==> config.mk <==
export PLATFORM = sky130hd
export DESIGN_NAME = kgm_ram
export DESIGN_NICKNAME = d
export VERILOG_FILES = /design/src/sv/kgm_ram.sv
export SDC_FILE = /design/constraint.sdc
export NUM_CORES = 1
export LEC_CHECK = 0
export BUFFER_PORTS_ARGS = -buffer_cell sky130_fd_sc_hd__buf_2
export CAP_MARGIN = 10
export CORE_ASPECT_RATIO = 0.7
export CORE_MARGIN = 2
export CORE_UTILIZATION = 63
export CTS_CLUSTER_DIAMETER = 150
export DETAILED_ROUTE_END_ITERATION = 7
export GPL_ROUTABILITY_DRIVEN = 0
export PLACE_DENSITY_LB_ADDON = 0.15
export SLEW_MARGIN = 20
export SYNTH_ARGS = -nofsm -noshare
export SYNTH_HDL_FRONTEND = slang
export SYNTH_SLANG_ARGS = --single-unit
==> constraint.sdc <==
create_clock -name aclk -period 3 [get_ports aclk]
set_clock_uncertainty 0.15 [all_clocks]
set_input_delay 0.6 -clock aclk [delete_from_list [all_inputs] [get_ports aclk]]
set_output_delay 0.6 -clock aclk [all_outputs]
set_load 0.03 [all_outputs]
==> src/sv/kgm_ram.sv <==
// Generic single-write, single-read RAM with registered read data.
module kgm_ram #(
    parameter int WIDTH = 16,
    parameter int DEPTH = 64
) (
    input  logic                     aclk,
    input  logic                     we,
    input  logic [$clog2(DEPTH)-1:0] waddr,
    input  logic [WIDTH-1:0]         wdata,
    input  logic [$clog2(DEPTH)-1:0] raddr,
    output logic [WIDTH-1:0]         rdata
);

    logic [WIDTH-1:0] mem [DEPTH];
    logic [WIDTH-1:0] rdata_reg;

    // Write and registered read
    always_ff @(posedge aclk) begin
        if (we) begin
            mem[waddr] <= wdata;
        end
        rdata_reg <= mem[raddr];
    end

    assign rdata = rdata_reg;

endmodule

Word level (Yosys, flattened, before mapping)
Memories as Yosys holds them, arrays and structs flattened. A register that Yosys moved wholly into a read port is not among the register bits.
Index checks and enable logic that the tools add are counted.
- register bits: 0
- RAM bits: 1024
- input port bits: 30
- output and inout port bits: 16
- word-level logic and storage cells: 3
- memories: 1
- multiplexer cells: 2
- memory list (memory ; depth ; width ; read ports ; clocked after memory_dff ; wr ports ; RTL line ; text):
    mem ; 64 ; 16 ; 1 ; 1 ; 1 ; 14 ; logic [WIDTH-1:0] mem [DEPTH];
- operator list (operator ; number):
    $mux W1 ; 2

Depth between registers and ports, before layout
- word-level depth: 2
- gate-level depth with buffers: 10
- depth with buffers taken out: 5

Least setup slack after synthesis
Ideal clock, no wire load.
- path type: input -> register
- start point: in waddr[3]
- end point: mem mem[48][0], enable pin
- setup time: 409 ps
- data arrival time: 2226 ps
- slack: 215 ps
- stages on the path: 4
- cells stage by stage: clkbuf_1 nor2b_1 nand4b_1 nor3_1
- RTL lines (what ; RTL line ; text):
    from (decl) ; 8 ; input logic [$clog2(DEPTH)-1:0] waddr,
    to (decl) ; 14 ;
Straight into the memory's write port.

==> summary.md <==
| Metric | Value |
|---|---|
| Number of flops mapped to enable cells by yosys | around 1k |
| Multi-input gate area | 8250 um2 |
| GRT overflow | 0 |
| Initial antenna violation count | 10 |
| Final wirelength | 97500 um |
| Sequential Power Share | 52.6% |
| Post-CTS setup buffers | 0 |
| Hold WC Path Type | input pin to flip-flop |
| Worst rel slew slack | slightly below 30% |
| Final Util | ~73% |
| Synth Cell Area | 40000 um2 |
| Number of global-route vias before repair | about 20k |
| GRT Util Overall | 30.5% |
| Die H | between 200 and 250 um |
| Non-Filler Instances | about 3.0k |
| FILL cells | 3580 |
| Root Buffer | clkbuf_16 |
| Core Rows | 77 |
| PwrDens | between 600 and 700 nW/um2 |
| Cts hold-fix bufs | 0 |
| Reg2reg setup slack | between 0.6 and 0.7 ns |
| CTS tree | built |
| Number of failing hold endpoints at the final stage | 0 |
| Placed cell area | 42400 um2 |
| Commonest cells post-synth | edfxtp_1, mux4_2, mux2i_1 |
| CP bufs+invs | 4 |
| Clk_lat worst skew | between 0.6 and 0.7 ns |
| Max reg flops | 1024 |
| Core area | 63000 um2 |
| Slowest CP cell | a21oi_1 |
| Seq. cell area | between 30000 and 40000 um2 |
| Max Cap Violations | 0 |
| Unrepaired setup endpoints after global routing | false |
| Initial core utilization | 63.6% |
| DRT antenna net count | 0 |
| Worst EP required | 3.35 ns |
| M1 wire length | 40500 um |
| DR WL met2 | a little over 40000 um |
| Yosys reg bits | 1040 |
| Synth area leaders | edfxtp_1, mux4_2, mux2i_1 |
| Crit path time final | 2.69 ns |
| Clk sinks | about 1.0k |
| Fin area | 45700 um2 |
| Post-synth ARST share | 0% |
| DR vias | 20.2k |
| Critical Path Stages | 9 |
| Status | finished clean |
| Clk slew on worst S/H paths | 0.07 ns |
| Ys flop type | edfxtp_1 |
| Fmax | 372 MHz |
| Synth Net Count | between 1.5k and 2k |
| Area delta synth->final | 14.2% |
| Max Used Layer | met5 |
| Crit Path Category | input pin to flip-flop |
| Drt pass-1 iters | 5 |
| Crit path DAT | just over 3 ns |
| Max stage delay on crit path | 0.78 ns |
| I/O Buffers | 45 |
| DRC viols | 0 |
| Final setup fails | 0 |
| Actual slew at the worst max-slew pin | 1.05 ns |
| Final slew viol count | 0 |
| R2R Path Start | mem[30][7] |
| Critical Path End | rdata[7] |
| Setup crit start kind | input pin |
| Die Wd | 305 um |
| NumNets Final | 2092 |
| Yosys warnings | 0 |
| Global-route wire length before repair | 141000 um |
| I/O pin count | 46 |
| CTS H-Tree Depth | 3 |
| Area share of the largest cell type after synthesis | 76.8% |
| Critical-path cell list | buf_8, buf_12, buf_12, buf_12, mux4_2, nand2_1, nand3_1, a21oi_1, nor4_2 |
| Clock Tree Buf Depth | 3 |
| Switching share of total power | just over 20% |
| Final Cycle Share | around 90% |
| Clk pwr share | 41.9% |
| Int Pwr | 24.4 mW |
| Leak pwr | between 10 and 15 nW |
| Post-synth top area cell | edfxtp_1 |
| Post-cts resize count | 0 |
| Most used cell, CP | buf_12 |
| Critical path origin | raddr[0] |
| Crit-path leading delay family | compound AO/OA/AOI/OAI gates |
| Combinational share of power | 5.5% |
| Tot Pwr | 30.7 mW |
| Largest net degree at the start of global routing | 65 |
| Mapped Cells | 1829 |
| Count leader, synth | edfxtp_1 |
| Register area share after synthesis | 77.6% |
| Peak supply drop | 0.737 mV |
| Initial DRC Count | 3123 |
| Met3 Routed Length | around 14000 um |
| DR vias/cell | 6.81 |
| Cell depth of the worst flop-to-flop path | 4 |
| Total die area | 65600 um2 |
| Synth Area per Inst | 21.9 um2 |
| Hpwl dp | around 60000 um |
| Net Sw Power | 6.30 mW |
| WL/cell | between 30 and 40 um |
| Num CTS Buffers | 93 |
| Critical path peak fanout | 27 |
| Fraction of layout instances using a drive strength above 1 | 30.1% |
| Post-synth cell types | 43 |
| Placed Cells | 2796 |
| Final hold slack | 0.286 ns |
| R2R Path End | rdata[7] |
| Critical Path End Type | flip-flop |
==> cells in the final DEF (no fill, tap or decap), types with 8 or more instances in the layout <==
master     netlist  routed
edfxtp_1      1024    1024
mux4_2         220     220
buf_4           13     170
clkbuf_16        0      95
mux2i_1         85      85
nor2_1          72      72
nand2_1         59      59
buf_2           36      42
a22oi_1         39      39
nor2b_1         30      30
mux2_2          27      27
buf_12           5      27
nand3_1         24      24
bufinv_16        0      19
clkinv_1         0      18
a21oi_1         17      17
a221oi_1        16      16
dfxtp_1         16      16
clkinv_2         0      15
nand4_1         12      12
clkbuf_1        24      10
a211o_1          8       8
a31oi_1          8       8
a211oi_1         8       8
a311oi_1         8       8
clkbuf_8         0       8
==> cell type report <==
class	count	area share, %
Sequential cell	1040	67.9
Multi-Input combinational cell	685	18.0
Clock buffer	113	5.52
Timing Repair Buffer	242	4.52
Tap cell	829	2.27
Clock inverter	61	1.73
Antenna cell	1	0.00547
==> worst min-delay path by stage <==
stage,from,to,slack [ns],cells after the start
2_1_floorplan,wdata[0],mem[0][0],0.55,0
3_3_place_gp,mem[36][0],rdata[0],0.70,3
3_5_place_dp,mem[63][10],rdata[10],0.72,5
4_1_cts,wdata[1],mem[23][1],0.26,1
5_1_grt,wdata[1],mem[23][1],0.27,1
6_report,wdata[1],mem[23][1],0.29,1
==> power groups by stage <==
stage,Clock (mW),Sequential (mW),Combinational (mW)
final,12.8,16.1,1.69
after global routing,13.5,16.1,1.77
after CTS,13.0,16.1,1.68
after detailed placement,0,16.4,1.66
after global placement,0,16.4,1.63
after floorplan,0,16.5,0.833
==> kinds of logic after synthesis <==
group           share of synthesized area [%]
simple gates                             2.65
buf+inv                                  1.83
flops                                    77.6
mux                                      15.5
compound gates                           2.41
==> metrics by stage <==
stage                     setup slack, ns  setup TNS, ns
after floorplan                     0.215              0
final                               0.313              0
after detailed placement           -0.303         -0.882
after CTS                           0.384              0
after global routing                0.242              0
after global placement             -0.296         -0.849
==> metal layers <==
metal / GRT usage [%] / vias to the layer above
met2: 41.4 / 1400
met4: 6.14 / 10
met1: 50.5 / 10535
li1: - / 8157
met5: 0 / -
met3: 8.03 / 136
==> worst reg2reg max path, delay by kind of cell, from the launching register on <==
| family | cells | cell delay (ns) |
|---|---|---|
| and+or+nand+nor | 1 | 0.12 |
| AOI/OAI and AO/OA | 1 | 0.76 |
| muxes | 2 | 0.79 |
| DFF | 1 | 0.37 |
No activity file was read; power rests on OpenSTA's default activity.
