## src/sv/kgm_pkg.sv

```systemverilog
// Shared constants, field widths and codes for the keypoint greedy matcher.
package kgm_pkg;

    localparam int MAX_FEATS = 64;
    localparam int MAX_DESC  = 128;

    localparam int FEAT_W  = $clog2(MAX_FEATS);
    localparam int ELEM_W  = $clog2(MAX_DESC);
    localparam int PAIR_W  = 2 * FEAT_W;
    localparam int DADDR_W = FEAT_W + ELEM_W;
    localparam int CNT_W   = 7;
    localparam int DLEN_W  = 8;
    localparam int RAD_W   = 35;
    localparam int SQ_W    = 34;
    localparam int DIST2_W = 40;
    localparam int ROOT_W  = 20;
    localparam int RANK_W  = 6;
    localparam int POS_W   = 16;

    // Item kinds carried on the input tuser
    localparam logic [1:0] FUNC_LOAD_POS  = 2'd0;
    localparam logic [1:0] FUNC_LOAD_DESC = 2'd1;
    localparam logic [1:0] FUNC_COMPUTE   = 2'd2;
    localparam logic [1:0] FUNC_READ      = 2'd3;

    // Configuration register indexes
    localparam logic [1:0] CFG_RADIUS = 2'd0;
    localparam logic [1:0] CFG_NFIRST = 2'd1;
    localparam logic [1:0] CFG_NSECND = 2'd2;
    localparam logic [1:0] CFG_DLEN   = 2'd3;

    // Pair flag word: in radius, position match, descriptor match, rank
    typedef struct packed {
        logic [RANK_W-1:0] rank;
        logic              desc;
        logic              pos;
        logic              in_rad;
    } flags_t;

    localparam int FLAG_W = $bits(flags_t);

    // Square-root unit handshake
    typedef struct packed {
        logic start;
        logic done;
    } sqrt_ctl_t;

endpackage

```

## src/sv/kgm_sqr.sv

```systemverilog
// Shared squared-difference unit: registers (a - b)^2 of two signed words.
module kgm_sqr (
    input  logic                          aclk,
    input  logic                          en,
    input  logic signed [kgm_pkg::POS_W-1:0] a,
    input  logic signed [kgm_pkg::POS_W-1:0] b,
    output logic [kgm_pkg::SQ_W-1:0]      sq
);

    logic signed [kgm_pkg::POS_W:0]    diff;
    logic signed [kgm_pkg::SQ_W-1:0]   prod;
    logic [kgm_pkg::SQ_W-1:0]          sq_reg;

    // Widen before subtracting so the difference never wraps
    assign diff = {a[kgm_pkg::POS_W-1], a} - {b[kgm_pkg::POS_W-1], b};
    assign prod = diff * diff;

    // Hold the product for the sequencer
    always_ff @(posedge aclk) begin
        if (en) begin
            sq_reg <= $unsigned(prod);
        end
    end

    assign sq = sq_reg;

endmodule

```

## config.mk

```make
export PLATFORM = sky130hd
export DESIGN_NAME = kgm_sqr
export DESIGN_NICKNAME = d
export VERILOG_FILES = /design/src/sv/kgm_pkg.sv /design/src/sv/kgm_sqr.sv
export SDC_FILE = /design/constraint.sdc
export NUM_CORES = 1
export LEC_CHECK = 0
export BUFFER_PORTS_ARGS = -buffer_cell sky130_fd_sc_hd__buf_4
export CORE_MARGIN = 2
export CORE_UTILIZATION = 47
export DETAILED_ROUTE_END_ITERATION = 16
export PLACE_DENSITY = 0.69
export SLEW_MARGIN = 20
export SYNTH_ARGS = -nofsm -noshare
export SYNTH_HDL_FRONTEND = slang
export SYNTH_SLANG_ARGS = --single-unit
```

## constraint.sdc

```tcl
create_clock -name aclk -period 18.6 [get_ports aclk]
set_input_delay 2.79 -clock aclk [delete_from_list [all_inputs] [get_ports aclk]]
set_output_delay 2.79 -clock aclk [all_outputs]
set_load 0.02 [all_outputs]
```

# Word-level counts from Yosys, hierarchy flattened
# Index checks and enable logic that the tools add are counted.
# word_totals
input_bits,34
word_cells,3
regBits,34
output_inout_bits,34
# op_classes
multipliers,1
n_addsub,1
# ops
operator,n
multiplier 17 x 17 -> 34 bit,1
subtractor 16 x 16 -> 17 bit,1

# Depth between registers and ports, before layout
# Gate-level depths: netlist (run 1).
# depth
ltp_word,2
mapped_depth,35
depth_no_buf,32

# Worst setup path after synthesis (run 1)
# OpenSTA, ideal clock, no wires.
# synth_timing
path_type,input-to-reg
start,input a[0] (netlist name)
end,register sq_reg (netlist bit sq[31]) (data pin)
required_time_ns,18.342
path_slack_ns,8.406
arrival_ns,9.936
path_stages,31
setup_time_ns,0.258
n_path_buf,1
cell_sequence,inv_1 -> ha_1 -> fa_1 -> nor2b_4 -> o21ai_2 -> a21boi_4 -> o211a_4 -> o21a_1 -> a31oi_2 -> o221ai_4 -> inv_4 -> buf_6 -> nand2_1 -> fa_1 -> inv_1 -> fa_1 -> inv_1 -> fa_1 -> fa_1 -> fa_1 -> fa_1 -> inv_1 -> ha_1 -> and4_1 -> nand2_1 -> nor3_2 -> a221o_1 -> a311o_1 -> a31o_1 -> a21oi_2 -> xnor2_1
# synth_between
elab_chain_len,2
# synth_lines
item,line_no,rtl
from (decl),kgm_sqr.sv:5,"input logic signed [kgm_pkg::POS_W-1:0] a,"
subtractor 16 x 16 -> 17 bit,kgm_sqr.sv:15,"assign diff = {a[kgm_pkg::POS_W-1], a} - {b[kgm_pkg::POS_W-1], b};"
multiplier 17 x 17 -> 34 bit,kgm_sqr.sv:16,assign prod = diff * diff;
"via prod, one bit",kgm_sqr.sv:11,logic signed [kgm_pkg::SQ_W-1:0] prod;
to (signal assigned),kgm_sqr.sv:21,sq_reg <= $unsigned(prod);
to (decl),kgm_sqr.sv:12,logic [kgm_pkg::SQ_W-1:0] sq_reg;
# The timed path passes the listed nets, and every way through them passes these cells.
# A chain may end at the register's enable or synchronous reset.

# Worst setup path in the final report (run 1)
# Same ends and word-level chain as after synthesis.

==> impl_metrics.csv, run 1 <==
group,metric,value,unit
status,status,"finished, final reports clean",
synthesis,synth_top_area_cell,"fa_1",
timing,slew_headroom,39.33,%
worst_setup_path,worstPathArrival,10760,ps
routing,vias,8177,
worst_setup_path,critPathMaxStageDelay,570,ps
final_layout,antenna_cells,0,
die,start_util,48.08,%
die,fp-row-count,57,
routing,drt-initial-drc-count,415,
global_routing,antenna_found_initial,0,
timing,worstMarginPinSlew,903.5,ps
timing,finalSetupTns,0,ps
worst_setup_path,cpMostUsedCell,"fa_1",
final_layout,final_common_cell,"inv_1",
global_routing,grt_overflow,0,
min_path,hold_class,"input port to flop",
clock_network,cts_tree,"yes",
routing,ant_nets,0,
final_layout,layout-drive-gt1-share,9.322,%
clock_network,cts_max_level,2,
final_layout,final_cell_mix,"inv_1, fa_1, nor2_1",
place,port_buffers,66,
worst_setup_path,cp_max_fo,21,
clock_network,cts_buffer_depth,2,
routing,dr.pass1.iters,8,
final_layout,final_core_util,52.04,%
global_routing,top_usage_layer,"met2",
clock_network,root_buffer,"clkbuf_16",
timing,finalSetupViolations,0,
synthesis,async_reset_ff_share,0,%
timing,hold_viol,0,
clock_network,cts_setup_buffers,0,
clock_network,cts_buffers,5,
run,drv_cap,0,
routing,wl,24.56,mm
synthesis,yosys_warnings,0,
die,die_w,162.0,um
final_layout,synthToLayoutAreaGrowth,8.238,%
die,die_area,0.02623,mm^2
die,die_h,162.0,um
clock_network,cts_hold_buf,0,
place,gp_congestion,0.9104,
synthesis,synth.top_cell.area_share,46.27,%
final_layout,largest_register_ff_count,33,
final_layout,nets,1702,
timing,slew_violations,0,
global_routing,grt_pass1_wl,42.29,mm
global_routing,grt_use_met1,24.91,%
synthesis,synth-seq-cells,33,
worst_setup_path,start_kind,"input port",
timing,fmax,93.36,MHz
global_routing,grt_pass1_vias,8846,
timing,fin_crit,10710,ps
global_routing,grt_usage,20.36,%
synthesis,post_synth_num_cell_types,69,
synthesis,synth_area_leaders,"fa_1, inv_1, ha_1",
place,dpl-instance-area,0.01255,mm^2
worst_setup_path,cp_slowest_cell,"fa_1",
synthesis,synthCells,1242,
synthesis,synth_area,0.01173,mm^2
routing,routedWlPerCell,15.14,um
die,ioPinCount,68,
timing,rsz0062_at_grt,"no",
worst_setup_path,critPathKind,"input port to flop",
global_routing,grt.met3_usage,1.992,%
synthesis,yosysSeqAreaShare,8.451,%
synthesis,synth_flop_cell,"edfxtp_1",
clock_network,cts_sinks,33,
global_routing,grt_max_degree,34,
synthesis,syn_avg_cell_area,9.441,um^2
clock_network,clk_pin_slew,70,ps
worst_setup_path,cp.required,18650,ps
routing,viasPerCell,5.041,
final_layout,fin_area,0.01269,mm^2
timing,fin_crit_sh,57.59,%
place,hpwl,21.06,mm
worst_setup_path,critical_path.endpoint_type,"flop",
global_routing,use_met2,37.68,%
clock_network,cts_resized,0,
synthesis,syn_nets,1647,
routing,drc,0,
synthesis,synth_edf_count,33,
die,coreArea,0.02439,mm^2
per-layer routing:
metal  share of wire [%]  wire (um)
met3                 5.1       1264
met2                  53      13070
met4                 2.9        701
met5                   0          0
met1                  39       9523
kinds of logic (layout without fill, tap and decap cells):
kind of cell | after synthesis | after routing | share of synthesized area (%)
buffers and inverters | 407 | 463 | 13.49
DFF | 33 | 33 | 8.451
adders and majority gates | 371 | 371 | 56.94
xor gates and xnor gates | 51 | 51 | 4.033
muxes | 2 | 2 | 0.1707
other | 1 | 1 | 0.03198
and+or+nand+nor | 256 | 256 | 9.251
AOI/OAI and AO/OA | 121 | 121 | 7.640
through the flow:
step           hold slack [ps]  worst slack (ps)  instances
2_1_floorplan             2903              8406       1242
4_1_cts                   2977              7890       1622
3_3_place_gp              3219              7759       1614
5_1_grt                   2994              7477       1622
3_5_place_dp              3218              7581       1614
6_report                  2973              7888       1622
worst max-delay path, delay by kind of cell:
| kind | cells | cell delay (ps) |
|---|---|---|
| and+or+nand+nor | 5 | 840 |
| buffers and inverters | 6 | 760 |
| AOI/OAI and AO/OA | 10 | 2380 |
| xor gates and xnor gates | 1 | 70 |
| adders and majority gates | 9 | 3920 |
synthesized netlist by cell type, drive strengths merged, types with 4 or more instances:
cell type and instances:
nor2 110, a21o 16, nor2b 8, ha 100, a21oi 31, a31o 4
edfxtp 33, inv 376, clkbuf 15, a31oi 6, buf 14, nand3 4
fa 271, o21ai 21, nand2b 10, o21bai 7, nor3 5, nand2 103
xnor2 39, or2 4, o21a 7, xor2 12
path summary, 6_finish.rpt:
path,cells past startpoint,startpoint,to
max,31,a[0],sq[31]$_DFFE_PP_
min,1,en,sq[9]$_DFFE_PP_
final cells by class:
class,count,area (um^2)
Clock buffer,5,125.1
Clock inverter,3,17.52
Fill cell,2262,11700
Inverter,378,1421
Multi-Input combinational cell,802,9154
Sequential cell,33,991.0
Tap cell,324,405.4
Timing Repair Buffer,77,578.1
Power of run 1 is not shown: default switching activity piles up to over one toggle a cycle in this logic, so the estimate is an artifact.
==> run 2, diff against run 1 <==
--- a/config.mk
+++ b/config.mk
@@ -5,11 +5,12 @@
 export SDC_FILE = /design/constraint.sdc
 export NUM_CORES = 1
 export LEC_CHECK = 0
+export ABC_AREA = 1
 export BUFFER_PORTS_ARGS = -buffer_cell sky130_fd_sc_hd__buf_4
 export CORE_MARGIN = 2
 export CORE_UTILIZATION = 47
 export DETAILED_ROUTE_END_ITERATION = 16
-export PLACE_DENSITY = 0.69
+export PLACE_DENSITY = 0.71
 export SLEW_MARGIN = 20
 export SYNTH_ARGS = -nofsm -noshare
 export SYNTH_HDL_FRONTEND = slang
==> constraint.sdc (replaced) <==
create_clock -name aclk -period 9.7 [get_ports aclk]
set_input_delay 1.455 -clock aclk [delete_from_list [all_inputs] [get_ports aclk]]
set_output_delay 1.455 -clock aclk [all_outputs]
set_load 0.02 [all_outputs]
==> run 2 against run 1 <==
Global-route usage increased by 2.3 points. Wire length grew 19%. Critical path depth down 1. Sequential share of layout area is 0.45 points lower. Final area rose by 6.1%. Core utilization is 0.19 points lower. Worst hold slack worse by 1300 ps. Via count is 18% higher. Critical path type unchanged. Synthesized area up 5.9%. Cell count is 19% higher.
==> impl_metrics.csv, run 2 <==
group,metric,value,unit
status,status,"finished, final reports clean",
timing,fmax,117.6,MHz
routing,dr.pass1.iters,6,
global_routing,grt.met3_usage,3.398,%
final_layout,layout-drive-gt1-share,6.348,%
synthesis,synthCells,1529,
synthesis,synth.top_cell.area_share,43.68,%
worst_setup_path,critical_path.endpoint_type,"flop",
final_layout,multi_input_area,0.009602,mm^2
worst_setup_path,cpMostUsedCell,"fa_1",
routing,wl,29.31,mm
timing,worstMarginPinSlew,769.9,ps
die,die_h,166.6,um
worst_setup_path,crit_end,"sq[28]$_DFFE_PP_",
final_layout,nets,1995,
worst_setup_path,worst-path-stages,30,
synthesis,synth_flop_cell,"edfxtp_1",
clock_network,cts_buffers,5,
worst_setup_path,critPathKind,"input port to flop",
global_routing,grt_use_met1,29.15,%
place,gp_congestion,0.9418,
worst_setup_path,crit_family,"adder cells",
worst_setup_path,critPathMaxStageDelay,650,ps
routing,viasPerCell,5.004,
routing,vias,9637,
min_path,hold_class,"input port to flop",
die,coreArea,0.02598,mm^2
timing,slew_headroom,48.63,%
place,port_buffers,66,
clock_network,root_buffer,"clkbuf_16",
routing,drc,0,
synthesis,synth-seq-cells,33,
die,die_w,166.6,um
worst_setup_path,cp_slowest_cell,"fa_1",
global_routing,grt_max_degree,34,
synthesis,post_synth_num_cell_types,34,
worst_setup_path,worstPathArrival,8530,ps
run,drv_cap,0,
worst_setup_path,cp.required,9720,ps
final_layout,final_cell_mix,"inv_1, nand2_1, fa_1",
synthesis,syn_avg_cell_area,8.123,um^2
synthesis,yosys-top-cells-count,"inv_1, nand2_1, fa_1",
place,hpwl,25.53,mm
global_routing,top_usage_layer,"met2",
synthesis,synth_area_leaders,"fa_1, inv_1, ha_1",
timing,rsz0062_at_grt,"no",
synthesis,synth_edf_count,33,
global_routing,grt_usage,22.64,%
timing,hold_viol,0,
final_layout,nFillCells,2510,
clock_network,cts_buffer_depth,2,
timing,finalSetupViolations,0,
final_layout,antenna_cells,0,
worst_setup_path,startpoint,"a[0]",
routing,drt-initial-drc-count,555,
clock_network,cts_setup_buffers,0,
clock_network,cts_resized,0,
global_routing,grt_pass1_vias,10560,
final_layout,final_common_cell,"inv_1",
die,ioPinCount,68,
timing,slew_violations,0,
routing,ant_nets,0,
global_routing,use_met2,40.82,%
synthesis,syn_nets,1934,
clock_network,clk_pin_slew,50,ps
synthesis,yosysSeqAreaShare,7.978,%
routing,routedWlPerCell,15.22,um
synthesis,synth_top_area_cell,"fa_1",
global_routing,grt_overflow,0,
timing,finalSetupTns,0,ps
worst_setup_path,start_kind,"input port",
final_layout,synthToLayoutAreaGrowth,8.462,%
final_layout,final-seq-area,991.0,um^2
synthesis,yosys_warnings,0,
clock_network,cts_max_level,2,
timing,fin_crit,8505,ps
synthesis,async_reset_ff_share,0,%
global_routing,grt_pass1_wl,50.68,mm
synthesis,synth_most_common_cell,"inv_1",
worst_setup_path,cp_max_fo,19,
clock_network,cts_sinks,33,
die,die_area,0.02774,mm^2
global_routing,antenna_found_initial,0,
final_layout,largest_register_ff_count,33,
clock_network,cts_tree,"yes",
clock_network,cts_hold_buf,0,
die,fp-row-count,59,
synthesis,synth_area,0.01242,mm^2
worst_setup_path,cp_num_buf_inv,6,
timing,fin_crit_sh,87.68,%
die,start_util,47.80,%
-- run 2: logic make-up after synthesis --
logic type,share of synthesized area [%]
DFF,7.978
other,0.03019
AOI/OAI and AO/OA,3.254
xor gates and xnor gates,2.579
adders and majority gates,53.75
and+or+nand+nor,17.69
buffers and inverters,14.72
-- run 2: how the worst min path moves through the flow --
stage	startpoint	end	slack [ps]	cells past startpoint
global route	en	sq[7]$_DFFE_PP_	1660	1
CTS	en	sq[25]$_DFFE_PP_	1660	1
floorplan	en	sq[0]$_DFFE_PP_	1570	0
detailed placement	sq[16]$_DFFE_PP_	sq[16]	1880	1
finish	en	sq[10]$_DFFE_PP_	1650	1
global placement	sq[5]$_DFFE_PP_	sq[5]	1880	1
-- run 2: area by class of cell --
class	instances	share of cell area (%)
Multi-Input combinational cell	1016	71.27
Timing Repair Buffer	78	4.347
Clock inverter	2	0.2508
Inverter	456	12.71
Clock buffer	6	0.9566
Tap cell	335	3.111
Sequential cell	33	7.356
-- run 2: layer usage --
metal | share of wire, % | vias up
li1 | - | 4554
met1 | 41 | 4761
met5 | 0 | -
met4 | 1.8 | 0
met2 | 52 | 281
met3 | 6.0 | 41
-- run 2: per-stage QoR --
stage / hold slack (ps) / instances / util (%) / area (um^2) / setup slack, ps
3_5_place_dp: 1883 / 1918 / 51.22 / 13310 / 1032
5_1_grt: 1662 / 1926 / 51.84 / 13470 / 633.8
3_3_place_gp: 1884 / 1918 / 51.22 / 13310 / 1096
6_report: 1653 / 1926 / 51.84 / 13470 / 1195
4_1_cts: 1659 / 1926 / 51.84 / 13470 / 1287
2_1_floorplan: 1568 / 1529 / - / 12420 / 1888
Power of run 2 is left out for the same reason.
