<file path="config.mk">
export PLATFORM = sky130hd
export DESIGN_NAME = kgm_isqrt
export DESIGN_NICKNAME = d
export VERILOG_FILES = /design/src/sv/kgm_pkg.sv /design/src/sv/kgm_isqrt.sv
export SDC_FILE = /design/constraint.sdc
export NUM_CORES = 1
export LEC_CHECK = 0
export BUFFER_PORTS_ARGS = -buffer_cell sky130_fd_sc_hd__clkbuf_2
export CORE_MARGIN = 2
export CORE_UTILIZATION = 63
export CTS_CLUSTER_DIAMETER = 200
export DETAILED_ROUTE_END_ITERATION = 10
export GPL_ROUTABILITY_DRIVEN = 1
export PLACE_DENSITY = 0.89
export SETUP_SLACK_MARGIN = 0.4
export SLEW_MARGIN = 15
export SYNTH_ARGS = -nofsm -noshare
export SYNTH_HDL_FRONTEND = slang
export SYNTH_SLANG_ARGS = --single-unit
</file>
<file path="constraint.sdc">
create_clock -name aclk -period 8.28 [get_ports aclk]
set_input_delay 1.242 -clock aclk [delete_from_list [all_inputs] [get_ports aclk]]
set_output_delay 1.242 -clock aclk [all_outputs]
set_load 0.01 [all_outputs]
</file>
<file path="src/sv/kgm_pkg.sv">
// Shared constants, field widths and codes for the keypoint greedy matcher.
package kgm_pkg;

    localparam int MAX_FEATS = 64;
    localparam int MAX_DESC  = 128;

    localparam int FEAT_W  = $clog2(MAX_FEATS);
    localparam int ELEM_W  = $clog2(MAX_DESC);
    localparam int PAIR_W  = 2 * FEAT_W;
    localparam int DADDR_W = FEAT_W + ELEM_W;
    localparam int CNT_W   = 7;
    localparam int DLEN_W  = 8;
    localparam int RAD_W   = 35;
    localparam int SQ_W    = 34;
    localparam int DIST2_W = 40;
    localparam int ROOT_W  = 20;
    localparam int RANK_W  = 6;
    localparam int POS_W   = 16;

    // Item kinds carried on the input tuser
    localparam logic [1:0] FUNC_LOAD_POS  = 2'd0;
    localparam logic [1:0] FUNC_LOAD_DESC = 2'd1;
    localparam logic [1:0] FUNC_COMPUTE   = 2'd2;
    localparam logic [1:0] FUNC_READ      = 2'd3;

    // Configuration register indexes
    localparam logic [1:0] CFG_RADIUS = 2'd0;
    localparam logic [1:0] CFG_NFIRST = 2'd1;
    localparam logic [1:0] CFG_NSECND = 2'd2;
    localparam logic [1:0] CFG_DLEN   = 2'd3;

    // Pair flag word: in radius, position match, descriptor match, rank
    typedef struct packed {
        logic [RANK_W-1:0] rank;
        logic              desc;
        logic              pos;
        logic              in_rad;
    } flags_t;

    localparam int FLAG_W = $bits(flags_t);

    // Square-root unit handshake
    typedef struct packed {
        logic start;
        logic done;
    } sqrt_ctl_t;

endpackage

</file>
<file path="src/sv/kgm_isqrt.sv">
// Bit-serial floor square root, two radicand bits per cycle.
module kgm_isqrt (
    input  logic                           aclk,
    input  logic                           aresetn,
    input  logic                           start,
    input  logic [kgm_pkg::DIST2_W-1:0]    value,
    output logic                           done,
    output logic [kgm_pkg::ROOT_W-1:0]     root
);

    localparam int REM_W = kgm_pkg::ROOT_W + 2;
    localparam int CNT_W = $clog2(kgm_pkg::ROOT_W + 1);

    logic [kgm_pkg::DIST2_W-1:0] val_reg;
    logic [REM_W-1:0]            rem_reg;
    logic [kgm_pkg::ROOT_W-1:0]  root_reg;
    logic [CNT_W-1:0]            cnt_reg;
    logic                        run_reg;
    logic                        done_reg;
    logic [REM_W+1:0]            rem_sh;
    logic [REM_W+1:0]            trial;
    logic                        take;

    assign rem_sh = {rem_reg, val_reg[kgm_pkg::DIST2_W-1 -: 2]};
    assign trial  = {2'b00, root_reg, 2'b01};
    assign take   = (rem_sh >= trial);

    // Restore one root bit per cycle
    always_ff @(posedge aclk) begin
        if (!aresetn) begin
            run_reg  <= 1'b0;
            done_reg <= 1'b0;
            cnt_reg  <= '0;
        end else begin
            if (start) begin
                val_reg  <= value;
                rem_reg  <= '0;
                root_reg <= '0;
                cnt_reg  <= CNT_W'(kgm_pkg::ROOT_W);
                run_reg  <= 1'b1;
                done_reg <= 1'b0;
            end else if (run_reg) begin
                val_reg <= {val_reg[kgm_pkg::DIST2_W-3:0], 2'b00};
                if (take) begin
                    rem_reg  <= REM_W'(rem_sh - trial);
                    root_reg <= {root_reg[kgm_pkg::ROOT_W-2:0], 1'b1};
                end else begin
                    rem_reg  <= REM_W'(rem_sh);
                    root_reg <= {root_reg[kgm_pkg::ROOT_W-2:0], 1'b0};
                end
                cnt_reg  <= cnt_reg - CNT_W'(1);
                done_reg <= (cnt_reg == CNT_W'(1));
                if (cnt_reg == CNT_W'(1)) begin
                    run_reg <= 1'b0;
                end
            end else begin
                done_reg <= 1'b0;
            end
        end
    end

    assign done = done_reg;
    assign root = root_reg;

endmodule

</file>
Word level (Yosys, flattened, before mapping)
Index checks and enable logic that the tools add are counted.
{ "totals": {"regBits": 89, "inputBits": 43, "out_inout_bits": 21, "word_cells": 28} }
{ "op_classes": {"addsub": 2, "order_cmp": 1, "n_eq_ne": 1, "n_mux": 11, "bitwise": 2, "reduce_logical": 4} }
{ "ops": {"columns": ["op", "n"], "rows": [
  ["2-to-1 mux 40 bit", 2],
  ["2-to-1 mux 22 bit", 2],
  ["greater-or-equal comparator 24 x 22 -> 1 bit", 1],
  ["subtractor 22 bit", 1],
  ["2-to-1 mux 20 bit", 1],
  ["2-to-1 mux 5 bit", 2],
  ["equality test 5 x 1 -> 1 bit, second input constant", 1],
  ["subtractor 5 x 1 -> 5 bit, second input constant", 1],
  ["2-to-1 mux 1 bit", 4],
  ["OR reduction 3 bit", 1],
  ["NOT 1 bit", 2],
  ["AND reduction 2 bit", 1],
  ["nonzero test 2 bit", 1],
  ["OR reduction 2 bit", 1]
]} }

Depth between registers and ports, before layout
Gate-level depths: netlist of the first run.
{ "logic_depth": {"word_depth": 4, "mapped_depth": 11, "ltp_nobuf": 9} }

Worst setup path before layout of the first run
No wires, ideal clock.
{ "synth_timing": {"kind": "input-to-reg", "start": "input start", "end": "register rem_reg[0] (enable)", "setup_ns": 0.447, "arrival_time_ns": 3.438, "t_required_ns": 7.833, "setup_slack_ns": 4.394, "cell_stages": 2, "path_buffers": 1, "path_cell_list": "clkbuf_1 o21a_1"} }
{ "synth_between": {"elab_chain_cells": 2} }
{ "synth_lines": {"columns": ["item", "line", "rtl"], "rows": [
  ["from (decl)", "kgm_isqrt.sv:5", "input logic start,"],
  ["nonzero test 2 bit (no source line)", null, null],
  ["AND reduction 2 bit (no source line)", null, null],
  ["to (signal assigned)", "kgm_isqrt.sv:45", "rem_reg <= REM_W'(rem_sh - trial);"],
  ["to (signal assigned)", "kgm_isqrt.sv:48", "rem_reg <= REM_W'(rem_sh);"],
  ["to (decl)", "kgm_isqrt.sv:15", "logic [REM_W-1:0] rem_reg;"]
]} }
Every way passes these cells.
A chain may end at the register's enable or synchronous reset.

Final worst setup path of the first run
{ "layout_timing": {"start": "register rem_reg[5]", "end": "register rem_reg[16] (data pin)"} }
{ "layout_between": {"elab_chain_cells": 3, "elab_cells_between_ends": 4, "cone_classes": "add/sub (1); order compare (1); mux (2)"} }
{ "layout_lines": {"columns": ["item", "line", "rtl"], "rows": [
  ["subtractor 22 bit / greater-or-equal comparator 24 x 22 -> 1 bit (equally long branches)", "kgm_isqrt.sv:45, kgm_isqrt.sv:26", null],
  ["2-to-1 mux 22 bit *", "kgm_isqrt.sv:44", "if (take) begin"],
  ["2-to-1 mux 22 bit *", "kgm_isqrt.sv:42", "end else if (run_reg) begin"]
]} }
Mark *: on every way between the ends. The rest lies on a longest branch, timed or not. The select of a mux whose other input is x is not followed.

==> metrics.csv, run 1 <==
metric,value,unit
status,"finished, final reports clean",
drt wl/cell,16.26,um
Synth Register Bits,89,
1st-iter DRT viols,347,
Post-CTS Setup Inserts,0,
H-Tree Depth,3,
# diodes,0,
setup TNS,0,ps
die footprint,8582,um2
"top cells by count, synth","edfxtp_1, nor2_1, mux2_2",
unrepaired setup endpoints after global routing,no,
input/output buffers,63,
Hold Crit Class,flip-flop to flip-flop,
post-synth net total,493,
CTS Root Cell,clkbuf_8,
Initial Util,0.6439,
Post-Syn Instances,426,
largest cells by area after synthesis,"edfxtp_1, mux2_2, ha_1",
vias in the first global route,3482,
die width,92.64,um
Netlist cell types,52,
dpl hpwl,6357,um
Critical Path RT,8370,ps
Routed Antenna Nets,0,
pwr dens,201.1,nW/um2
VDD IR max,0.1284,mV
share of the synthesized area in the top cell type,0.4975,
max reg flops,40,
dominant cell by count in the synthesized netlist,edfxtp_1,
nets@finish,547,
vias per inst,5.952,
Max Cap Violations,0,
largest net degree at the start of global routing,84,
total grt overflow,0,
"Primary FF master, synth",edfxtp_1,
DRC Markers,0,
Rows,32,
Netlist Area Pre-Place,4950,um2
via count,3494,
# resized after CTS,0,
I/O pins,64,
synthesized area per cell,11.62,um2
Leak,2.232,nW
CORE AREA,7687,um2
sequential-to-total area share from yosys stat,0.5258,
cell taking the most area after synthesis,edfxtp_1,
share of post-route cells with drive strength above 1,0.2680,
Overall Power,1.102,mW
R2R Path Start,rem_reg[5],
Syn. warnings,0,
Critical Path AT,3030,ps
hold-fix buffers at CTS,0,
CTS max path bufs,2,
clk sinks,89,
Global Route Usage Sum,0.2305,
area grow syn2layout,10.72,%
fin util,0.7129,
Final min period,2946,ps
Worst setup startpoint,rem_reg[5],
WL final,9542,um
drt pass-1 iters,6,
critical path endpoint category,flip-flop,
Worst-path clk slew,100,ps
number of flops mapped to enable cells by yosys,82,
global-route wire length before repair,15730,um
Post-synth ARST share,0,
CP Class,flip-flop to flip-flop,
number of setup violations in the final report,0,
initial antenna violation count,0,
Die H,92.64,um
Worst Max-Slew Pin Slew,1093,ps
final setup margin,5334,ps
crit path max fanout,20,
Max Clk Rate,339.4,MHz
GP Congestion,0.8799,
Relative slew margins,0.2717,
max-slew violations,0,
pre-CTS setup slack,5096,ps
Final Cycle Share,0.3558,
CTS tree,done,
source of the worst hold timing path,cnt_reg[3],
"Clk Latency, worst-skew pair",360,ps
startpoint types,flip-flop,
TritonCTS buffer count,9,
Final Hold Viols,0,
clk_skew,7.645,ps
## logic make-up (layout without fill, tap and decap cells)
logic type,count (synthesis),after routing,synth area share
flops,89,89,0.5258
simple gates,113,113,0.1072
mux,49,49,0.1087
compound gates,81,81,0.1173
xor+xnor,19,19,0.03362
buf+inv,51,110,0.04676
fa+ha+maj,24,24,0.06067
## per-layer routing
layer	up-vias	global-route usage	part of all wire	routed length [um]
li1	1661	-	-	-
met1	1659	0.2872	0.41	3896
met2	151	0.3856	0.50	4747
met3	23	0.06916	0.073	697
met4	0	0.07843	0.021	200
met5	-	0	0	0
## cell type report
type / count / area [um2]
inverters: 30 / 112.6
well taps: 102 / 127.6
clock inverters: 7 / 58.81
flip-flops and latches: 89 / 2603
fillers: 568 / 2207
repair buffers: 64 / 322.8
clock buffers: 9 / 123.9
multi-input cells: 286 / 2132
## cells in the final DEF, fill, tap and decap left out, drive strengths merged, types with 3 or more instances in the layout
master  instances
or3             3
inv            34
o21ai          13
xnor2          11
o211ai          3
xor2            8
nand2          25
and2            4
dfxtp           7
nand3           4
a21o            8
nor2           49
nor2b           3
ha             24
a31oi           4
o21a            5
nand4           6
nor3            6
a211oi          5
clkbuf         71
a21oi          27
nand2b          3
edfxtp         82
mux2           38
mux2i          11
## worst paths after layout
check                                   end  slack [ps]  cells after the start
worst max-delay path            rem_reg[16]        5330                      7
worst min-delay path                   done         510                      1
worst max register to register  rem_reg[16]        5330                      7
worst min register to register         done         510                      1
## power by group
group | total, mW | switching (mW) | internal [mW]
logic | 0.264 | 0.152 | 0.112
clock network | 0.286 | 0.171 | 0.114
registers | 0.552 | 0.0164 | 0.536
total | 1.10 | 0.339 | 0.763
## worst max-delay path: stages (launching register included)
cell and delay, ps:
edfxtp_1 410, ha_1 400, a21o_1 260, o31ai_4 360, a211oi_2 150, or4_4 760, mux2i_1 270, nor2_1 70
## stage by stage
stage,cells,hold WS [ps],cell area [um2]
floorplan,426,465.0,4950
global placement,571,477.9,5289
detailed placement,571,493.3,5289
CTS,587,509.1,5472
global route,587,550.2,5480
finish,587,510.4,5480
(Power assumes the default switching activity.)
==> inputs of run 2 (changes only) <==
--- a/config.mk
+++ b/config.mk
@@ -7,11 +7,11 @@
 export LEC_CHECK = 0
 export BUFFER_PORTS_ARGS = -buffer_cell sky130_fd_sc_hd__clkbuf_2
 export CORE_MARGIN = 2
-export CORE_UTILIZATION = 63
+export CORE_UTILIZATION = 53
 export CTS_CLUSTER_DIAMETER = 200
 export DETAILED_ROUTE_END_ITERATION = 10
 export GPL_ROUTABILITY_DRIVEN = 1
-export PLACE_DENSITY = 0.89
+export PLACE_DENSITY = 0.8
 export SETUP_SLACK_MARGIN = 0.4
 export SLEW_MARGIN = 15
 export SYNTH_ARGS = -nofsm -noshare
==> constraint.sdc (replaced) <==
create_clock -name aclk -period 2.7 [get_ports aclk]
set_input_delay 0.405 -clock aclk [delete_from_list [all_inputs] [get_ports aclk]]
set_output_delay 0.405 -clock aclk [all_outputs]
set_load 0.01 [all_outputs]
==> run 2 against run 1 <==
Against the previous run: combinational power rose to 4.5 times the previous value; via count is 6.1% higher; critical path type unchanged; sequential share of layout area decreased by 6.9 points; critical endpoint is now rem_reg[17]; die area is 18% higher; total power rose to 3.5 times the previous value; final cell count increased by 11%; clock power grew to 3.5 times the previous value; critical path depth increased by 3; sequential power grew to 3.1 times the previous value.
==> metrics.csv, run 2 (same netlist as run 1, synthesis figures left out) <==
metric,value,unit,change
Leak,2.549,nW,+14%
final setup margin,147.3,ps,-5187 ps
crit-path max cell delay,420,ps,-340 ps
drt wl/cell,16.89,um,+3.9%
# diodes,0,,unchanged
I/O pins,64,,unchanged
CORE AREA,9153,um2,+19%
via count,3706,,+6.1%
fin util,0.7005,,-0.01241
highest-count cells in the layout ignoring fill and taps,"edfxtp_1, clkbuf_2, buf_4",,
Rows,35,,+9.4%
unrepaired setup endpoints after global routing,yes,,
CP Class,flip-flop to flip-flop,,
die footprint,10130,um2,+18%
pwr dens,605.4,nW/um2,+200%
fillers,611,,+7.6%
Global Route Usage Sum,0.2061,,-0.02437
critical path endpoint category,flip-flop,,
VDD IR max,0.3349,mV,+160%
Hold Crit Class,input port to flip-flop,,
max reg flops,40,,unchanged
"delay-heaviest family, CP",compound AO/OA/AOI/OAI gates,,
nets@finish,603,,+10%
H-Tree Depth,3,,unchanged
WL final,11010,um,+15%
initial antenna violation count,0,,unchanged
startpoint types,flip-flop,,
Final Hold Viols,0,,unchanged
Initial Util,0.5408,,-0.1031
WP buf/inv,2,,+2
dpl hpwl,6910,um,+8.7%
DRC Markers,0,,unchanged
Die H,100.6,um,+8.6%
clk_skew,16.39,ps,+8.741 ps
share of post-route cells with drive strength above 1,0.4787,,+0.2107
Relative slew margins,0.5985,,+0.3268
number of setup violations in the final report,0,,unchanged
die width,100.6,um,+8.6%
GP Congestion,0.8711,,-1.0%
largest net degree at the start of global routing,54,,-36%
clk sinks,89,,unchanged
input/output buffers,63,,unchanged
Final min period,2553,ps,-393.3 ps
status,"finished, final reports clean",,
reg2reg setup slack,150,ps,-5190 ps
Max Clk Rate,391.7,MHz,+15%
CTS tree,done,,
Routed Antenna Nets,0,,unchanged
Critical Path AT,2770,ps,-260 ps
Worst-path clk slew,100,ps,about the same
pre-CTS setup slack,-36.63,ps,-5133 ps
total grt overflow,0,,unchanged
CTS max path bufs,2,,unchanged
vias in the first global route,3510,,+0.80%
max-slew violations,0,,unchanged
Final Cycle Share,0.9455,,+0.5897
"most common cell after layout, fill and taps aside",edfxtp_1,,
Worst Max-Slew Pin Slew,602.3,ps,-490.2 ps
"Clk Latency, worst-skew pair",370,ps,about the same
global-route wire length before repair,16280,um,+3.5%
vias per inst,5.684,,-4.5%
drt pass-1 iters,6,,unchanged
Critical Path RT,2910,ps,-5460 ps
critical-path cell list,"inv_2, ha_4, buf_4, a21oi_1, o221ai_1, a21o_1, or2_4, a22o_2, a311o_1, a21oi_2",,
TritonCTS buffer count,9,,unchanged
Slowest cell on crit path,edfxtp_1,,
area grow syn2layout,29.52,%,
CTS Root Cell,clkbuf_8,,
Max Cap Violations,0,,unchanged
1st-iter DRT viols,259,,-25%
crit path max fanout,5,,-75%
[run 2: cell types whose count changed in the layout (fill, tap and decap cells not counted), sizes merged]
cell      change
buf          +56
clkbuf        +3
clkinv        -2
clkinvlp      -1
[run 2: cell type report]
class | instances | area, um2 | share of cell area
Timing Repair Buffer | 120 | 799.5 | 0.1247
Inverter | 30 | 112.6 | 0.01756
Clock inverter | 4 | 37.54 | 0.005855
Tap cell | 111 | 138.9 | 0.02166
Multi-Input combinational cell | 286 | 2542 | 0.3966
Clock buffer | 12 | 177.7 | 0.02771
Sequential cell | 89 | 2603 | 0.4059
[run 2: worst reg2reg max path: stages, from the launching register on]
cell and delay [ps]:
edfxtp_1 420, inv_2 100, ha_4 220, buf_4 150, a21oi_1 170, o221ai_1 190
a21o_1 220, or2_4 260, a22o_2 210, a311o_1 340, a21oi_2 120
[run 2: where the power goes]
part | leakage (nW) | switching [mW] | internal [mW] | total, mW
Sequential | 0.850 | 0.0631 | 1.64 | 1.71
Clock | 0.110 | 0.533 | 0.465 | 0.998
Combinational | 1.59 | 0.591 | 0.588 | 1.18
[run 2: metrics by stage]
| step | cells | hold slack, ps | total power, mW | TNS, ps | instance area [um2] |
|---|---|---|---|---|---|
| finish | 652 | 323.3 | 3.881 | 0 | 6411 |
| CTS | 635 | 310.3 | 3.698 | 0 | 6045 |
| floorplan | 426 | 465.0 | 2.370 | 0 | 5024 |
| global placement | 599 | 479.7 | 2.571 | 0 | 5532 |
| global route | 652 | 313.0 | 4.036 | 0 | 6411 |
| detailed placement | 599 | 485.8 | 2.595 | -56.91 | 5532 |
[run 2: worst paths after layout]
| kind | from | end | depth (start not counted) |
|---|---|---|---|
| max reg2reg | root[8] | rem_reg[17] | 10 |
| min | value[0] | val_reg[0] | 2 |
| min reg2reg | cnt_reg[1] | cnt_reg[1] | 2 |
| max | root[8] | rem_reg[17] | 10 |
[run 2: what timing repair did]
action	4_1_cts	5_1_grt
pin swaps	22	27
endpoints found under the setup margin	22	22
hold buffers	0	0
gates resized for setup	27	55
buffers inserted	20	17
[run 2: routing by layer]
metal  share of wire  global-route usage
met1            0.43              0.2645
met2            0.50              0.3426
met3           0.065             0.05270
met4           0.012             0.06639
met5               0                   0
==> inputs of run 3 (changes only) <==
--- a/config.mk
+++ b/config.mk
@@ -5,7 +5,7 @@
 export SDC_FILE = /design/constraint.sdc
 export NUM_CORES = 1
 export LEC_CHECK = 0
-export BUFFER_PORTS_ARGS = -buffer_cell sky130_fd_sc_hd__clkbuf_2
+export BUFFER_PORTS_ARGS = -buffer_cell sky130_fd_sc_hd__buf_2
 export CORE_MARGIN = 2
 export CORE_UTILIZATION = 53
 export CTS_CLUSTER_DIAMETER = 200
@@ -13,7 +13,7 @@
 export GPL_ROUTABILITY_DRIVEN = 1
 export PLACE_DENSITY = 0.8
 export SETUP_SLACK_MARGIN = 0.4
-export SLEW_MARGIN = 15
+export SLEW_MARGIN = 10
 export SYNTH_ARGS = -nofsm -noshare
 export SYNTH_HDL_FRONTEND = slang
 export SYNTH_SLANG_ARGS = --single-unit
==> run 3 against run 2 <==
Against the previous run: utilization is 1.1 points lower; highest routed layer unchanged; clock skew is 2.4 ps lower; fmax is 0.10% higher; clock-buffer cell count is 3 lower; clock power is 6.0% lower.
==> metrics.csv, run 3 (same netlist as run 1, synthesis figures left out) <==
metric,value,unit,change
CTS tree,done,,
share of post-route cells with drive strength above 1,0.4621,,-0.01662
"most common cell after layout, fill and taps aside",edfxtp_1,,
Final Cycle Share,0.9445,,-0.0009619
max-slew violations,0,,unchanged
"Clk Latency, worst-skew pair",390,ps,+20 ps
Global Route Usage Sum,0.2135,,+0.007409
P_sw,1.207,mW,+1.7%
hold-fix buffers at CTS,0,,unchanged
crit path max fanout,8,,+3
Fin Hold WS,302.3,ps,-20.98 ps
startpoint types,flip-flop,,
clk sinks,89,,unchanged
Max Clk Rate,392.1,MHz,+0.10%
Worst-path clk slew,110,ps,about the same
1st-iter DRT viols,205,,-21%
Rows,35,,unchanged
initial antenna violation count,0,,unchanged
number of setup violations in the final report,0,,unchanged
total grt overflow,0,,unchanged
pwr dens,600.9,nW/um2,-0.74%
largest net degree at the start of global routing,58,,+7.4%
Hold Crit Class,input port to flip-flop,,
TritonCTS buffer count,9,,unchanged
Logic pwr share,0.303,,about the same
Relative slew margins,0.5955,,-0.003015
Routed Antenna Nets,0,,unchanged
die footprint,10130,um2,unchanged
Critical Path RT,2820,ps,-90 ps
Final Hold Viols,0,,unchanged
Hold Path Cell Cnt,2,,unchanged
Non-Filler Instances,639,,-2.0%
status,"finished, final reports clean",,
Die H,100.6,um,unchanged
I/O pins,64,,unchanged
max reg flops,40,,unchanged
CTS max path bufs,2,,unchanged
vias per inst,5.551,,-2.3%
Max Cap Violations,0,,unchanged
Final min period,2550,ps,-2.597 ps
r2r worst-path depth,8,,-2
vias in the first global route,3574,,+1.8%
CP Class,flip-flop to flip-flop,,
Internal,2.583,mW,-4.1%
Sw Share,0.3186,,+0.01278
input/output buffers,63,,unchanged
Critical Path AT,2670,ps,-100 ps
# diodes,0,,unchanged
area grow syn2layout,27.43,%,
Overall Power,3.790,mW,-2.3%
DRC Markers,0,,unchanged
clk_skew,14.02,ps,-2.364 ps
drt wl/cell,16.60,um,-1.7%
H-Tree Depth,3,,unchanged
Leak,2.457,nW,-3.6%
Initial Util,0.5408,,unchanged
critical path endpoint category,flip-flop,,
VDD IR max,0.2930,mV,-13%
via count,3547,,-4.3%
CORE AREA,9153,um2,unchanged
global-route wire length before repair,16920,um,+3.9%
WL final,10610,um,-3.7%
fillers,645,,+5.6%
Slowest cell on crit path,or4_4,,
critical-path cell list,"ha_4, a21o_4, o31ai_4, a211oi_2, or4_4, buf_12, mux2i_2, nor2_1",,
setup TNS,0,ps,unchanged
Clk network pwr share,0.248,,-0.009
die width,100.6,um,unchanged
unrepaired setup endpoints after global routing,yes,,
dpl hpwl,7015,um,+1.5%
GP Congestion,0.9032,,+3.7%
crit-path max cell delay,490,ps,+70 ps
CTS Root Cell,clkbuf_8,,
Worst Max-Slew Pin Slew,606.8,ps,+4.523 ps
highest-count cells in the layout ignoring fill and taps,"edfxtp_1, buf_2, nor2_1",,
Sequential Power Share,0.449,,+0.010
Inst Count DP,599,,unchanged
drt pass-1 iters,4,,-2
nets@finish,590,,-2.2%
[run 3: cell count changes in the layout (fill, tap and decap cells not counted), moves of 3 or more]
| cell | change |
|---|---|
| buf_2 | +62 |
| clkbuf_2 | -62 |
| buf_6 | -3 |
| buf_4 | -12 |
[run 3: path summary, 6_finish.rpt]
check / from / endpoint / slack (ps)
max reg2reg: rem_reg[5] / rem_reg[13] / 150
max: rem_reg[5] / rem_reg[13] / 150
min: value[1] / val_reg[1] / 300
min reg2reg: cnt_reg[1] / cnt_reg[1] / 530
[run 3: power groups by stage]
stage	sequential, mW	combinational, mW	clock [mW]
floorplan	1.72	0.651	0
global placement	1.72	0.863	0
detailed placement	1.72	0.894	0
CTS	1.70	1.01	0.942
global route	1.72	1.25	0.988
finish	1.70	1.15	0.938
[run 3: layout make-up]
class,count,area [um2],area share
multi-input combinational,286,2541,0.4029
timing repair buffer,107,715.7,0.1135
inverter,30,112.6,0.01785
clock inverter,7,72.57,0.01151
clock buffer,9,123.9,0.01964
tap,111,138.9,0.02202
sequential,89,2603,0.4126
[run 3: timing repair]
| item | in CTS | in global routing |
|---|---|---|
| buffers inserted | 10 | 14 |
| pin swaps | 18 | 28 |
| gates resized for setup | 33 | 43 |
| endpoints found under the setup margin | 22 | 22 |
[run 3: stage by stage]
stage,setup slack [ps],area (um2),util
2_1_floorplan,109.5,5024,-
3_3_place_gp,108.8,5569,0.6085
3_5_place_dp,78.48,5569,0.6085
4_1_cts,181.7,6027,0.6585
5_1_grt,111.4,6307,0.6891
6_report,149.9,6307,0.6891
[run 3: routing by layer]
metal,vias up,share of wire,track usage
li1,1754,-,-
met1,1688,0.44,0.2727
met2,84,0.49,0.3431
met3,21,0.051,0.05687
met4,0,0.018,0.09273
met5,-,0,0
[run 3: worst max-delay path, delay by kind of cell (launching register included)]
kind | cells | cell delay [ps]
adder cells (fa/ha/maj) | 1 | 280
multiplexers | 1 | 180
flip-flops | 1 | 450
AND/OR/NAND/NOR | 2 | 550
AO/OA/AOI/OAI | 3 | 630
buffers and inverters | 1 | 170
